## src/rtl/htlr_pkg.sv

```systemverilog
// ----------------------------------------------------------------------------
// htlr_pkg: shared types and constants of the line retention core
// Request and result structs, policy and result kind codes, store sizes.
// ----------------------------------------------------------------------------
package htlr_pkg;

   localparam int HEAD_DEPTH     = 16;
   localparam int TAIL_DEPTH     = 16;
   localparam int MAX_LINE_BYTES = 4095;
   localparam int TAG_WIDTH      = 16;
   localparam int LEN_WIDTH      = 12;
   localparam int HEAD_AW        = $clog2(HEAD_DEPTH);
   localparam int TAIL_AW        = $clog2(TAIL_DEPTH);
   localparam int HEAD_CW        = $clog2(HEAD_DEPTH + 1);
   localparam int TAIL_CW        = $clog2(TAIL_DEPTH + 1);
   localparam int CAP_W          = 20;
   localparam int HTOT_W         = 16;
   localparam int TTOT_W         = 17;
   localparam int CSR_IDX_W      = 3;

   localparam logic [2:0] POL_ALL       = 3'd0;
   localparam logic [2:0] POL_HEAD      = 3'd2;
   localparam logic [2:0] POL_TAIL      = 3'd3;
   localparam logic [2:0] POL_HEAD_TAIL = 3'd4;

   localparam logic [2:0] KIND_HEAD    = 3'd0;
   localparam logic [2:0] KIND_TAIL    = 3'd1;
   localparam logic [2:0] KIND_DROP    = 3'd2;
   localparam logic [2:0] KIND_EVICT   = 3'd3;
   localparam logic [2:0] KIND_READOUT = 3'd4;
   localparam logic [2:0] KIND_NONE    = 3'd5;

   localparam logic [CSR_IDX_W-1:0] CSR_POLICY    = 3'd0;
   localparam logic [CSR_IDX_W-1:0] CSR_HEAD_LINE = 3'd1;
   localparam logic [CSR_IDX_W-1:0] CSR_HEAD_BYTE = 3'd2;
   localparam logic [CSR_IDX_W-1:0] CSR_TAIL_LINE = 3'd3;
   localparam logic [CSR_IDX_W-1:0] CSR_TAIL_BYTE = 3'd4;

   typedef struct packed {
      logic                 mode;
      logic [TAG_WIDTH-1:0] line_tag;
      logic [LEN_WIDTH-1:0] line_length;
   } req_type;

   typedef struct packed {
      logic [2:0]           kind;
      logic [TAG_WIDTH-1:0] out_tag;
      logic [LEN_WIDTH-1:0] out_length;
      logic                 last;
   } rsp_type;

   typedef struct packed {
      logic [TAG_WIDTH-1:0] tag;
      logic [LEN_WIDTH-1:0] len;
   } line_type;

endpackage

```

## src/rtl/htlr_store.sv

```systemverilog
// ----------------------------------------------------------------------------
// htlr_store: line store RAM
// One write port, one read port; read data is registered and appears in the cycle after the address.
// ----------------------------------------------------------------------------
module htlr_store #(
   parameter int DEPTH = 16
) (
   input  logic                             clock,
   input  logic                             wr_en,
   input  logic [$clog2(DEPTH)-1:0]         wr_addr,
   input  htlr_pkg::line_type               wr_data,
   input  logic [$clog2(DEPTH)-1:0]         rd_addr,
   output htlr_pkg::line_type               rd_data
);
   import htlr_pkg::*;

   line_type mem [DEPTH];

   always_ff @(posedge clock) begin
      if (wr_en) begin
         mem[wr_addr] <= wr_data;
      end
      rd_data <= mem[rd_addr];
   end

endmodule

```

## src/rtl/head_tail_line_retention_core.sv

```systemverilog
// ----------------------------------------------------------------------------
// head_tail_line_retention_core: bounded head/tail line buffer
// Keeps offered lines in a head store and a circular tail store under a
// configured policy, with line-count and byte caps on each store.
// ----------------------------------------------------------------------------
// Usage: a request with mode 0 offers one line (tag, length); the block
// answers with one status result, then one eviction result per tail line
// pushed out, oldest first. A request with mode 1 reads out the head lines,
// then the tail lines oldest first, and empties both stores; with nothing held
// it answers with one "nothing retained" result. last marks the final result.
// Requests are handled one at a time: req_ready is high only when the engine
// is idle. An add that goes to the head or is dropped outright ends in the
// decide state; one that goes through the tail path then reads and sends out
// the oldest tail line for each eviction before the line is appended.
// A readout fetches each retained line from its RAM before sending it.
// Results leave through one output register; while the receiver stalls the
// engine holds. Configuration writes through the csr_ port take effect on the
// next edge. Reset (synchronous) empties both stores, clears counters and
// totals and restores the register defaults. The RAMs need no clearing pass.
// ----------------------------------------------------------------------------
module head_tail_line_retention_core (
   input  logic                         clock,
   input  logic                         reset,
   input  logic                         req_valid,
   output logic                         req_ready,
   input  htlr_pkg::req_type            req_data,
   output logic                         rsp_valid,
   input  logic                         rsp_ready,
   output htlr_pkg::rsp_type            rsp_data,
   input  logic                         csr_write,
   input  logic [htlr_pkg::CSR_IDX_W-1:0] csr_index,
   input  logic [htlr_pkg::CAP_W-1:0]   csr_wdata
);
   import htlr_pkg::*;

   localparam logic [2:0] ST_IDLE   = 3'd0;
   localparam logic [2:0] ST_DECIDE = 3'd1;
   localparam logic [2:0] ST_EVRD  = 3'd2;
   localparam logic [2:0] ST_EVOUT = 3'd3;
   localparam logic [2:0] ST_RDH   = 3'd4;
   localparam logic [2:0] ST_RDT   = 3'd5;
   localparam logic [2:0] ST_RDOUT = 3'd6;

   logic [2:0]        policy_ff;
   logic [4:0]        hcap_ff, tcap_ff;
   logic [CAP_W-1:0]  hbcap_ff, tbcap_ff;
   logic [HEAD_CW-1:0] hcount_ff;
   logic [TAIL_CW-1:0] tcount_ff;
   logic [TAIL_AW-1:0] toldest_ff;
   logic [HTOT_W-1:0] htot_ff;
   logic [TTOT_W-1:0] ttot_ff;
   logic              hclosed_ff;
   logic [2:0]        state_ff;
   req_type           req_ff;
   logic              evall_ff;    // drop path: evict everything
   logic              append_ff;   // append the line once evictions end
   logic [HEAD_CW-1:0] ridx_ff;    // readout position
   logic              rdtail_ff;   // readout word came from the tail
   logic              rsp_valid_ff;
   rsp_type           rsp_ff;

   line_type h_wdata, t_wdata, h_rdata, t_rdata;
   logic h_we, t_we;
   logic [HEAD_AW-1:0] h_waddr, h_raddr;
   logic [TAIL_AW-1:0] t_waddr, t_raddr;

   htlr_store #(.DEPTH(HEAD_DEPTH)) u_head (
      .clock(clock), .wr_en(h_we), .wr_addr(h_waddr), .wr_data(h_wdata),
      .rd_addr(h_raddr), .rd_data(h_rdata));
   htlr_store #(.DEPTH(TAIL_DEPTH)) u_tail (
      .clock(clock), .wr_en(t_we), .wr_addr(t_waddr), .wr_data(t_wdata),
      .rd_addr(t_raddr), .rd_data(t_rdata));

   // effective line caps
   logic [TAIL_CW-1:0] tlc;
   logic [HEAD_CW-1:0] hlc;
   always_comb begin
      hlc = (32'(hcap_ff) < HEAD_DEPTH) ? HEAD_CW'(hcap_ff) : HEAD_CW'(HEAD_DEPTH);
      tlc = (32'(tcap_ff) < TAIL_DEPTH) ? TAIL_CW'(tcap_ff) : TAIL_CW'(TAIL_DEPTH);
   end

   logic out_free;
   logic rsp_load;
   logic rsp_valid_in;
   assign out_free  = !rsp_valid_ff || rsp_ready;
   assign req_ready = (state_ff == ST_IDLE);
   assign rsp_valid = rsp_valid_ff;
   assign rsp_data  = rsp_ff;

   // a result enters the output register in these states
   assign rsp_load = out_free && ((state_ff == ST_DECIDE) || (state_ff == ST_EVOUT) ||
                     (state_ff == ST_RDOUT) ||
                     ((state_ff == ST_RDT) && (hcount_ff == '0) && (tcount_ff == '0)));
   assign rsp_valid_in = rsp_load || (rsp_valid_ff && !rsp_ready);

   // decide-stage terms
   logic [CAP_W:0] head_sum, tail_sum;
   logic head_fits, tail_fits, need_evict;
   logic [TAIL_AW-1:0] tail_slot;
   always_comb begin
      head_sum  = (CAP_W+1)'(htot_ff) + (CAP_W+1)'(req_ff.line_length);
      tail_sum  = (CAP_W+1)'(ttot_ff) + (CAP_W+1)'(req_ff.line_length);
      head_fits = !hclosed_ff && (hcount_ff < hlc) && (head_sum <= (CAP_W+1)'(hbcap_ff));
      tail_fits = (tlc != '0) && ((CAP_W)'(req_ff.line_length) <= tbcap_ff);
      need_evict = (tcount_ff != '0) && ((tcount_ff >= tlc) ||
                   (tail_sum > (CAP_W+1)'(tbcap_ff)));
      tail_slot = TAIL_AW'(32'(toldest_ff) + 32'(tcount_ff));
   end

   logic [TAIL_AW-1:0] rd_slot;
   always_comb begin
      rd_slot = TAIL_AW'(32'(toldest_ff) + 32'(ridx_ff));
      h_raddr = HEAD_AW'(ridx_ff);
      // hold the tail read address while a tail readout word waits
      t_raddr = ((state_ff == ST_RDT) || (state_ff == ST_RDOUT && rdtail_ff)) ?
                rd_slot : toldest_ff;
      h_we    = 1'b0;
      t_we    = 1'b0;
      h_waddr = HEAD_AW'(hcount_ff);
      t_waddr = tail_slot;
      h_wdata = '{tag: req_ff.line_tag, len: req_ff.line_length};
      t_wdata = h_wdata;
      if (state_ff == ST_DECIDE && out_free && !req_ff.mode &&
          32'(req_ff.line_length) <= MAX_LINE_BYTES) begin
         unique case (policy_ff)
            POL_ALL:       h_we = (32'(hcount_ff) < HEAD_DEPTH);
            POL_HEAD,
            POL_HEAD_TAIL: h_we = head_fits;
            default:       h_we = 1'b0;
         endcase
      end
      if (state_ff == ST_EVRD && append_ff && !need_evict) begin
         t_we = 1'b1;
      end
   end

   always_ff @(posedge clock) begin
      if (reset) begin
         policy_ff    <= POL_ALL;
         hcap_ff      <= 5'd16;
         tcap_ff      <= 5'd16;
         hbcap_ff     <= '1;
         tbcap_ff     <= '1;
         hcount_ff    <= '0;
         tcount_ff    <= '0;
         toldest_ff   <= '0;
         htot_ff      <= '0;
         ttot_ff      <= '0;
         hclosed_ff   <= 1'b0;
         state_ff     <= ST_IDLE;
         rsp_valid_ff <= 1'b0;
         evall_ff     <= 1'b0;
         append_ff    <= 1'b0;
         ridx_ff      <= '0;
         rdtail_ff    <= 1'b0;
      end else begin
         rsp_valid_ff <= rsp_valid_in;
         if (csr_write) begin
            unique case (csr_index)
               CSR_POLICY:    policy_ff <= csr_wdata[2:0];
               CSR_HEAD_LINE: hcap_ff   <= csr_wdata[4:0];
               CSR_HEAD_BYTE: hbcap_ff  <= csr_wdata;
               CSR_TAIL_LINE: tcap_ff   <= csr_wdata[4:0];
               CSR_TAIL_BYTE: tbcap_ff  <= csr_wdata;
               default: ;
            endcase
         end
         unique case (state_ff)
            ST_IDLE: begin
               if (req_valid) begin
                  req_ff   <= req_data;
                  ridx_ff  <= '0;
                  state_ff <= req_data.mode ? ST_RDH : ST_DECIDE;
               end
            end
            ST_DECIDE: begin
               if (out_free) begin
                  logic [2:0] k;
                  logic go_tail;
                  k = KIND_DROP;
                  go_tail = 1'b0;
                  if (32'(req_ff.line_length) <= MAX_LINE_BYTES) begin
                     unique case (policy_ff)
                        POL_ALL: if (32'(hcount_ff) < HEAD_DEPTH) k = KIND_HEAD;
                        POL_HEAD: begin
                           if (head_fits) k = KIND_HEAD;
                           else hclosed_ff <= 1'b1;
                        end
                        POL_TAIL: go_tail = 1'b1;
                        POL_HEAD_TAIL: begin
                           if (head_fits) k = KIND_HEAD;
                           else begin
                              hclosed_ff <= 1'b1;
                              go_tail = 1'b1;
                           end
                        end
                        default: k = KIND_DROP;
                     endcase
                  end
                  if (go_tail) k = tail_fits ? KIND_TAIL : KIND_DROP;
                  if (k == KIND_HEAD) begin
                     hcount_ff <= hcount_ff + HEAD_CW'(1);
                     htot_ff   <= HTOT_W'(32'(htot_ff) + 32'(req_ff.line_length));
                  end
                  evall_ff  <= go_tail && !tail_fits;
                  append_ff <= go_tail && tail_fits;
                  rsp_ff <= '{kind: k, out_tag: req_ff.line_tag,
                              out_length: req_ff.line_length,
                              last: !(go_tail && (tcount_ff != '0) &&
                                      (!tail_fits || need_evict))};
                  state_ff <= go_tail ? ST_EVRD : ST_IDLE;
               end
            end
            ST_EVRD: begin
               // tail RAM is reading the oldest slot this cycle
               if ((evall_ff && tcount_ff != '0) || (append_ff && need_evict)) begin
                  state_ff <= ST_EVOUT;
               end else begin
                  if (append_ff) begin
                     tcount_ff <= tcount_ff + TAIL_CW'(1);
                     ttot_ff   <= TTOT_W'(32'(ttot_ff) + 32'(req_ff.line_length));
                  end
                  state_ff <= ST_IDLE;
               end
            end
            ST_EVOUT: begin
               if (out_free) begin
                  logic more;
                  logic [TAIL_CW-1:0] nc;
                  logic [TTOT_W-1:0]  nt;
                  nc = tcount_ff - TAIL_CW'(1);
                  nt = ttot_ff - TTOT_W'(t_rdata.len);
                  more = evall_ff ? (nc != '0) :
                         ((nc != '0) && ((nc >= tlc) ||
                          ((CAP_W+1)'(nt) + (CAP_W+1)'(req_ff.line_length) >
                           (CAP_W+1)'(tbcap_ff))));
                  tcount_ff  <= nc;
                  ttot_ff    <= nt;
                  toldest_ff <= TAIL_AW'(32'(toldest_ff) + 1);
                  rsp_ff <= '{kind: KIND_EVICT, out_tag: t_rdata.tag,
                              out_length: t_rdata.len, last: !more};
                  state_ff <= ST_EVRD;
               end
            end
            ST_RDH: begin
               if (ridx_ff < hcount_ff) begin
                  rdtail_ff <= 1'b0;
                  state_ff  <= ST_RDOUT;
               end else begin
                  ridx_ff  <= '0;
                  state_ff <= ST_RDT;
               end
            end
            ST_RDT: begin
               if (32'(ridx_ff) < 32'(tcount_ff)) begin
                  rdtail_ff <= 1'b1;
                  state_ff  <= ST_RDOUT;
               end else if (out_free) begin
                  if (hcount_ff == '0 && tcount_ff == '0) begin
                     rsp_ff <= '{kind: KIND_NONE, out_tag: '0, out_length: '0,
                                 last: 1'b1};
                  end
                  hcount_ff  <= '0;
                  tcount_ff  <= '0;
                  toldest_ff <= '0;
                  htot_ff    <= '0;
                  ttot_ff    <= '0;
                  hclosed_ff <= 1'b0;
                  state_ff   <= ST_IDLE;
               end
            end
            ST_RDOUT: begin
               if (out_free) begin
                  line_type w;
                  logic [HEAD_CW-1:0] ni;
                  logic lst;
                  w  = rdtail_ff ? t_rdata : h_rdata;
                  ni = ridx_ff + HEAD_CW'(1);
                  lst = rdtail_ff ? (32'(ni) >= 32'(tcount_ff)) :
                        ((ni >= hcount_ff) && (tcount_ff == '0));
                  rsp_ff <= '{kind: KIND_READOUT, out_tag: w.tag,
                              out_length: w.len, last: lst};
                  if (!rdtail_ff && ni >= hcount_ff) begin
                     ridx_ff  <= '0;
                     state_ff <= ST_RDT;
                  end else begin
                     ridx_ff  <= ni;
                     state_ff <= rdtail_ff ? ST_RDT : ST_RDH;
                  end
               end
            end
            default: state_ff <= ST_IDLE;
         endcase
      end
   end

endmodule
```

## config.mk

```make
export PLATFORM = sky130hd
export DESIGN_NAME = head_tail_line_retention_core
export DESIGN_NICKNAME = d
export VERILOG_FILES = /design/src/rtl/htlr_pkg.sv /design/src/rtl/htlr_store.sv /design/src/rtl/head_tail_line_retention_core.sv
export SDC_FILE = /design/constraint.sdc
export NUM_CORES = 2
export LEC_CHECK = 0
export BUFFER_PORTS_ARGS = -buffer_cell sky130_fd_sc_hd__buf_2
export CORE_MARGIN = 2
export CORE_UTILIZATION = 55
export DETAILED_ROUTE_END_ITERATION = 10
export PLACE_DENSITY = 0.71
export SLEW_MARGIN = 10
export SYNTH_ARGS = -nofsm -noshare
export SYNTH_HDL_FRONTEND = slang
export SYNTH_HIERARCHICAL = 1
export SYNTH_SLANG_ARGS = --single-unit
```

## constraint.sdc

```tcl
create_clock -name clock -period 10.1 [get_ports clock]
set_clock_uncertainty 0.2 [all_clocks]
set_input_delay 2.02 -clock clock [delete_from_list [all_inputs] [get_ports clock]]
set_output_delay 2.02 -clock clock [all_outputs]
set_load 0.01 [all_outputs]
```

; Yosys cells after proc, flatten, opt, wreduce, memory -nomap -nowiden
; Memory sizes are Yosys's and may differ from the RTL's. A register that Yosys moved wholly into a read port is not among the register bits.
; Index checks and enable logic that the tools add are counted.
[word_totals]
ff_bits = 174
mem_bits_rw = 896
mem_count = 2
[mem_list]
columns = name, depth, width, rd, rd_ports_with_merged_regs, write_ports, line_no
row1 = u_head.mem, 16, 28, 1, 1, 1, htlr_store.sv:17  ; line_type mem [DEPTH];
row2 = u_tail.mem, 16, 28, 1, 1, 1, htlr_store.sv:17
[classes]
n_addsub = 13
n_lt_le_gt_ge = 14
eq_ne = 29
mux = 84
bitwise = 1
n_reduce_logical = 73
[op_table]
columns = operator, n
row1 = 32-bit two-way mux, 6
row2 = 32-bit case mux with 4 select lines, 1
row3 = 17-bit two-way mux, 5
row4 = 5-bit two-way mux, 13
row5 = 16-bit two-way mux, 4
row6 = 17-bit case mux with 3 select lines, 1
row7 = 18-bit by 20-bit greater-than comparator with 1-bit output, 2
row8 = 17-bit by 12-bit adder with 18-bit output, 2
row9 = 3-bit two-way mux, 11
row10 = 16-bit case mux with 2 select lines, 1
row11 = 5-bit case mux with 3 select lines, 2
row12 = 28-bit two-way mux, 1
row13 = 2-bit inequality test (second input constant), 12
row14 = 1-bit logical AND, 23
row15 = 1-bit two-way mux, 21
row16 = 3-bit case mux with 7 select lines, 1
row17 = 5-bit greater-or-equal comparator, 4
row18 = 12-bit by 20-bit <= comparator with 1-bit output, 1
row19 = 17-bit by 20-bit <= comparator with 1-bit output, 1
row20 = 3-bit by 2-bit equality test with 1-bit output (second input constant), 6
row21 = 16-bit by 12-bit adder with 17-bit output, 1
row22 = 17-bit by 12-bit adder with 17-bit output, 1
row23 = 17-bit by 12-bit subtractor with 17-bit output, 1
row24 = 16-bit by 12-bit adder with 16-bit output, 1
row25 = other kinds (32), 92

; Logic depth before layout (Yosys ltp)
[logic_depth]
depth_word = 18
mapped_depth = 24
mapped_depth_nobuf = 24

; Hierarchy
; The synthesis kept the hierarchy.
[modules_own_cells]
columns = mod, n_inst, cells_per_inst, area_per_inst_um2
row1 = htlr_store, 2, 735, 17523.1
row2 = head_tail_line_retention_core, 1, 1418, 12291.8

; Worst setup path after synthesis
; OpenSTA, ideal clock, no wires.
[synth_timing]
kind = flip-flop to flip-flop
start = register req_ff, in the netlist h_wdata[0]
end = memory u_head/mem[0][0] (netlist name), enable pin
arrival_ns = 7.429
t_required_ns = 9.452
path_slack_ns = 2.022
stages_incl_launch_ff = 20
n_path_buf = 0
period_less_slack_ns = 8.078
cell_sequence = edfxtp_1 > ha_1 > fa_1 > a211oi_1 > nor2_1 > o211ai_1 > a21oi_1 > o21ai_0 > nor2_1 > and3_1 > ha_1 > nand2_1 > or4_1 > or4_4 > or3b_1 > o41ai_2 > nor2_4 > nor3_1 > or3b_2 > nor3_1
[synth_between]
elab_chain_len = 7
[synth_lines]
columns = item, line_no
row1 = from (decl), head_tail_line_retention_core.sv:54  ; req_type req_ff;
row2 = from (signal assigned), head_tail_line_retention_core.sv:171  ; req_ff <= req_data;
row3 = 16-bit by 12-bit adder with 17-bit output, head_tail_line_retention_core.sv:101  ; head_sum = (CAP_W+1)'(htot_ff) + (CAP_W+1)'(req_ff.line_length);
row4 = 17-bit by 20-bit <= comparator with 1-bit output, head_tail_line_retention_core.sv:103  ; head_fits = !hclosed_ff && (hcount_ff < hlc) && (head_sum <= (CAP_W+1)'(hbcap_ff));
row5 = 1-bit logical AND, head_tail_line_retention_core.sv:103
row6 = 1-bit case mux with 2 select lines, head_tail_line_retention_core.sv:125  ; unique case (policy_ff)
row7 = 1-bit two-way mux, head_tail_line_retention_core.sv:123  ; if (state_ff == ST_DECIDE && out_free && !req_ff.mode &&
row8 = named net h_we, head_tail_line_retention_core.sv:63  ; logic h_we, t_we;
row9 = 1-bit two-way mux, htlr_store.sv:20  ; if (wr_en) begin
row10 = 1-bit two-way mux (not written as such), htlr_store.sv:21  ; mem[wr_addr] <= wr_data;
row11 = to (decl), htlr_store.sv:17
; The timed path passes the listed nets, and every way through them passes these cells.

; Final worst setup path
[layout_timing]
start = register req_ff, in the netlist h_wdata[0]
end = memory u_head/mem[13][2] (netlist name), enable pin
; Same word-level chain as after synthesis.

==> flow_summary.json <==
{
  "worstPathCellList": "ha_1, fa_1, a211oi_1, nor2_1, o211ai_1, a21oi_1, o21ai_0, nor2_1, and3_1, ha_1, nand2_1, or4_1, or4_4, or3b_1, o41ai_2, nor2_4, nor3_1, nand3_1, nor2_4",
  "hold_path_class": "register to register",
  "endpoint_kind": "register",
  "crit_required_ps": 10220,
  "core_area_sq_um": 85300,
  "numPortBuffers": 90,
  "antenna_left": 0,
  "area_growth_pct": 12.0,
  "synth-simple-area-share_pct": 5.71,
  "grt-busiest-layer": "met2",
  "tightest_slew_ps": 1220,
  "synth_fa_ha_area_share_pct": 4.51,
  "finalNonFillerCells": 4273,
  "ir_drop_uv": 201,
  "critPathKind": "register to register",
  "p_seq_share_pct": 51.9,
  "yosysWarnings": 6,
  "grt_max_degree": 114,
  "row_count": 107,
  "max_freq_mhz": 122,
  "worstPathArrival_ps": 8320,
  "ys.flop_type": "edfxtp_1",
  "final_max_slew_viol_count": 0,
  "path_buf_inv": 0,
  "p_switching_uw": 2280,
  "cp_max_fo": 28,
  "synthArstFlopShare_pct": 0,
  "setup_viol": 0,
  "layout_min_cycle_time_ps": 8200,
  "switching_share_pct": 22.9,
  "cts_hold_buffers": 0,
  "synth_top_family_by_area": "multiplexers",
  "cp_top_family": "simple AND/OR/NAND/NOR gates",
  "die_h_microns": 297,
  "synthMuxAreaShare_pct": 11.2,
  "synth_area_sq_um": 47300,
  "fin_crit_sh_pct": 81.2,
  "drv_cap": 0,
  "p_int_uw": 7660,
  "ys_ff_latch": 1126,
  "die_w_microns": 297,
  "powerDensity_nw_per_um2": 188,
  "grt_pass1_vias": 27100,
  "p_comb_share_pct": 6.8,
  "slowest_stage": "nor3_1",
  "met1_usage_pct": 37.5,
  "grt_util_met2_pct": 42.6,
  "cp-start-kind": "register",
  "grt_use_met3_pct": 3.83,
  "hold_viol_final": 0,
  "synthCells": 2888,
  "antenna_found_initial": 1,
  "avgSynthCellArea_sq_um": 16.4,
  "setup-tns-final_ps": 0,
  "clock_latency_ps": 700,
  "dieArea_sq_um": 88400,
  "cts_tree": "yes",
  "place_inst": 4058,
  "cp_slowest_stage_delay_ps": 950,
  "dr.pass1.iters": 6,
  "clock_power_share_pct": 41.4,
  "slew_headroom_pct": 18.9,
  "grt_usage_pct": 26.6,
  "grt_setup_unrepaired": "false",
  "cts_sinks": 1126,
  "yosysUniqueCellTypes": 80,
  "yosys.area_share.xor_xnor_pct": 1.17,
  "cts_buffers": 110,
  "post-cts-setup-buffers": 0,
  "grt_pass1_wl_microns": 175000,
  "overflow": 0,
  "first_iter_violations": 3118,
  "routed_via_density": 6.38,
  "gp_congestion": 0.951,
  "clk_pin_slew_ps": 60,
  "route.vias.total": 27300,
  "cts_max_level": 3,
  "synth_edf_count": 957,
  "io-pin-count": 91,
  "drt-total-wl_microns": 118000,
  "drive_gt1_share_pct": 19.2,
  "synth_compound_area_share_pct": 7.18,
  "start_util_pct": 55.5,
  "status": "finished, final reports clean",
  "wl_per_cell_microns": 27.6,
  "p_leak_uw": 0.0182,
  "syn-num-nets": 3112,
  "root_buffer": "clkbuf_16",
  "drc": 0,
  "ys_seq_area_share_pct": 67.9,
  "hpwlAfterDp_microns": 72600,
  "cts_resized": 0,
  "cts_buffer_depth": 3,
  "nets": 3254
}
[sequential cells by signal, indices dropped and copies added, names as in the netlist, 3 cells and up]
signal          flops
htot_ff            16
u_tail/rd_data     28
tcap_ff             5
tcount_ff           5
hbcap_ff           20
tbcap_ff           20
hcap_ff             5
state_ff            3
rsp_data           32
policy_ff           3
toldest_ff          4
ridx_ff             5
ttot_ff            17
u_head/mem        448
u_head/rd_data     28
u_tail/mem        448
hcount_ff           5
h_wdata            28
[power by group through the flow]
stage	combinational (uW)	sequential, uW	clock [uW]
final	674	5150	4110
after global routing	744	5160	4340
after CTS	662	5160	4170
after detailed placement	658	5260	0
after global placement	634	5250	0
after floorplan	429	5250	0
[placed cells by master (no fill, tap or decap), types with 16 or more instances in the layout]
| cell | instances |
|---|---|
| a21oi_1 | 82 |
| buf_4 | 61 |
| o211ai_1 | 43 |
| inv_1 | 94 |
| xnor2_1 | 40 |
| nor2_4 | 25 |
| mux4_1 | 30 |
| nor3_1 | 30 |
| a211oi_1 | 21 |
| o21ai_0 | 59 |
| xor2_1 | 23 |
| buf_2 | 90 |
| nor2_1 | 100 |
| mux4_2 | 194 |
| clkbuf_16 | 111 |
| nand2_1 | 249 |
| edfxtp_1 | 957 |
| ha_1 | 161 |
| clkinv_2 | 31 |
| o21a_1 | 16 |
| clkbuf_1 | 20 |
| nand4_1 | 20 |
| a22oi_1 | 143 |
| a21o_1 | 27 |
| nand3_1 | 33 |
| dfxtp_1 | 167 |
| nor2b_1 | 18 |
| nand2b_1 | 18 |
[Yosys cell counts (10+ instances only)]
| cell | count | area share (%) |
|---|---|---|
| xor2_1 | 23 | 0.43 |
| edfxtp_1 | 957 | 61 |
| nand2_1 | 249 | 2.0 |
| nor3_1 | 39 | 0.41 |
| a221oi_1 | 11 | 0.20 |
| buf_2 | 11 | 0.12 |
| clkbuf_1 | 81 | 0.64 |
| nor2_1 | 128 | 1.0 |
| nand2b_1 | 18 | 0.24 |
| dfxtp_1 | 169 | 7.1 |
| and2_1 | 10 | 0.13 |
| a22o_1 | 14 | 0.26 |
| o211ai_1 | 43 | 0.68 |
| a22oi_1 | 143 | 2.3 |
| nand4_1 | 20 | 0.26 |
| nor2b_1 | 22 | 0.29 |
| or3_1 | 11 | 0.15 |
| a211oi_1 | 21 | 0.33 |
| inv_1 | 94 | 0.75 |
| o21a_1 | 16 | 0.25 |
| a21oi_1 | 84 | 0.89 |
| buf_12 | 10 | 0.42 |
| nand3_1 | 33 | 0.35 |
| ha_1 | 161 | 4.3 |
| buf_1 | 10 | 0.079 |
| mux4_1 | 30 | 1.7 |
| mux2i_1 | 14 | 0.30 |
| mux4_2 | 194 | 9.2 |
| xnor2_1 | 40 | 0.74 |
| a21o_1 | 27 | 0.43 |
| o21ai_0 | 59 | 0.62 |
[metrics by stage]
step           setup WS [ps]  cell area [sq um]  utilization [%]  hold WS (ps)  total power, uW
2_1_floorplan           2020              47300                -           232             5680
3_3_place_gp            2210              49200             57.7           249             5890
3_5_place_dp            2140              49200             57.7           255             5920
4_1_cts                 2100              52900             62.1           267             9990
5_1_grt                 1730              53000             62.2           293            10200
6_report                1900              53000             62.2           269             9940
[final cells by class]
class,count,area (sq um)
repair buffers,156,1010
clock inverters,69,719
fillers,6046,32300
diodes,2,5.00
inverters,94,353
flip-flops and latches,1126,32100
clock buffers,140,2980
multi-input cells,1542,14400
well taps,1144,1430
[final timing paths]
path           startpoint           endpoint  slack (ps)  cells after the start
max            h_wdata[0]  u_head/mem[13][2]        1900                     19
min          hbcap_ff[17]       hbcap_ff[17]         270                      2
max reg2reg    h_wdata[0]  u_head/mem[13][2]        1900                     19
min reg2reg  hbcap_ff[17]       hbcap_ff[17]         270                      2
[worst register-to-register path, stage by stage, from the launching register on]
cell and delay (ps):
edfxtp_1 650, ha_1 350, fa_1 430, a211oi_1 240, nor2_1 110, o211ai_1 240
a21oi_1 140, o21ai_0 540, nor2_1 180, and3_1 230, ha_1 290, nand2_1 80
or4_1 570, or4_4 530, or3b_1 380, o41ai_2 100, nor2_4 90, nor3_1 950
nand3_1 530, nor2_4 950
[cells by family after synthesis]
group,after synthesis
xor+xnor,63
compound gates,488
buf+inv,220
fa+ha+maj,167
flops,1126
simple gates,585
mux,239
[per-layer routing]
layer,wire (microns),share of wire (%)
met1,47700,40
met2,56300,48
met3,9060,7.7
met4,4780,4.1
met5,13,0.011
No activity file was read; power rests on OpenSTA's default activity.
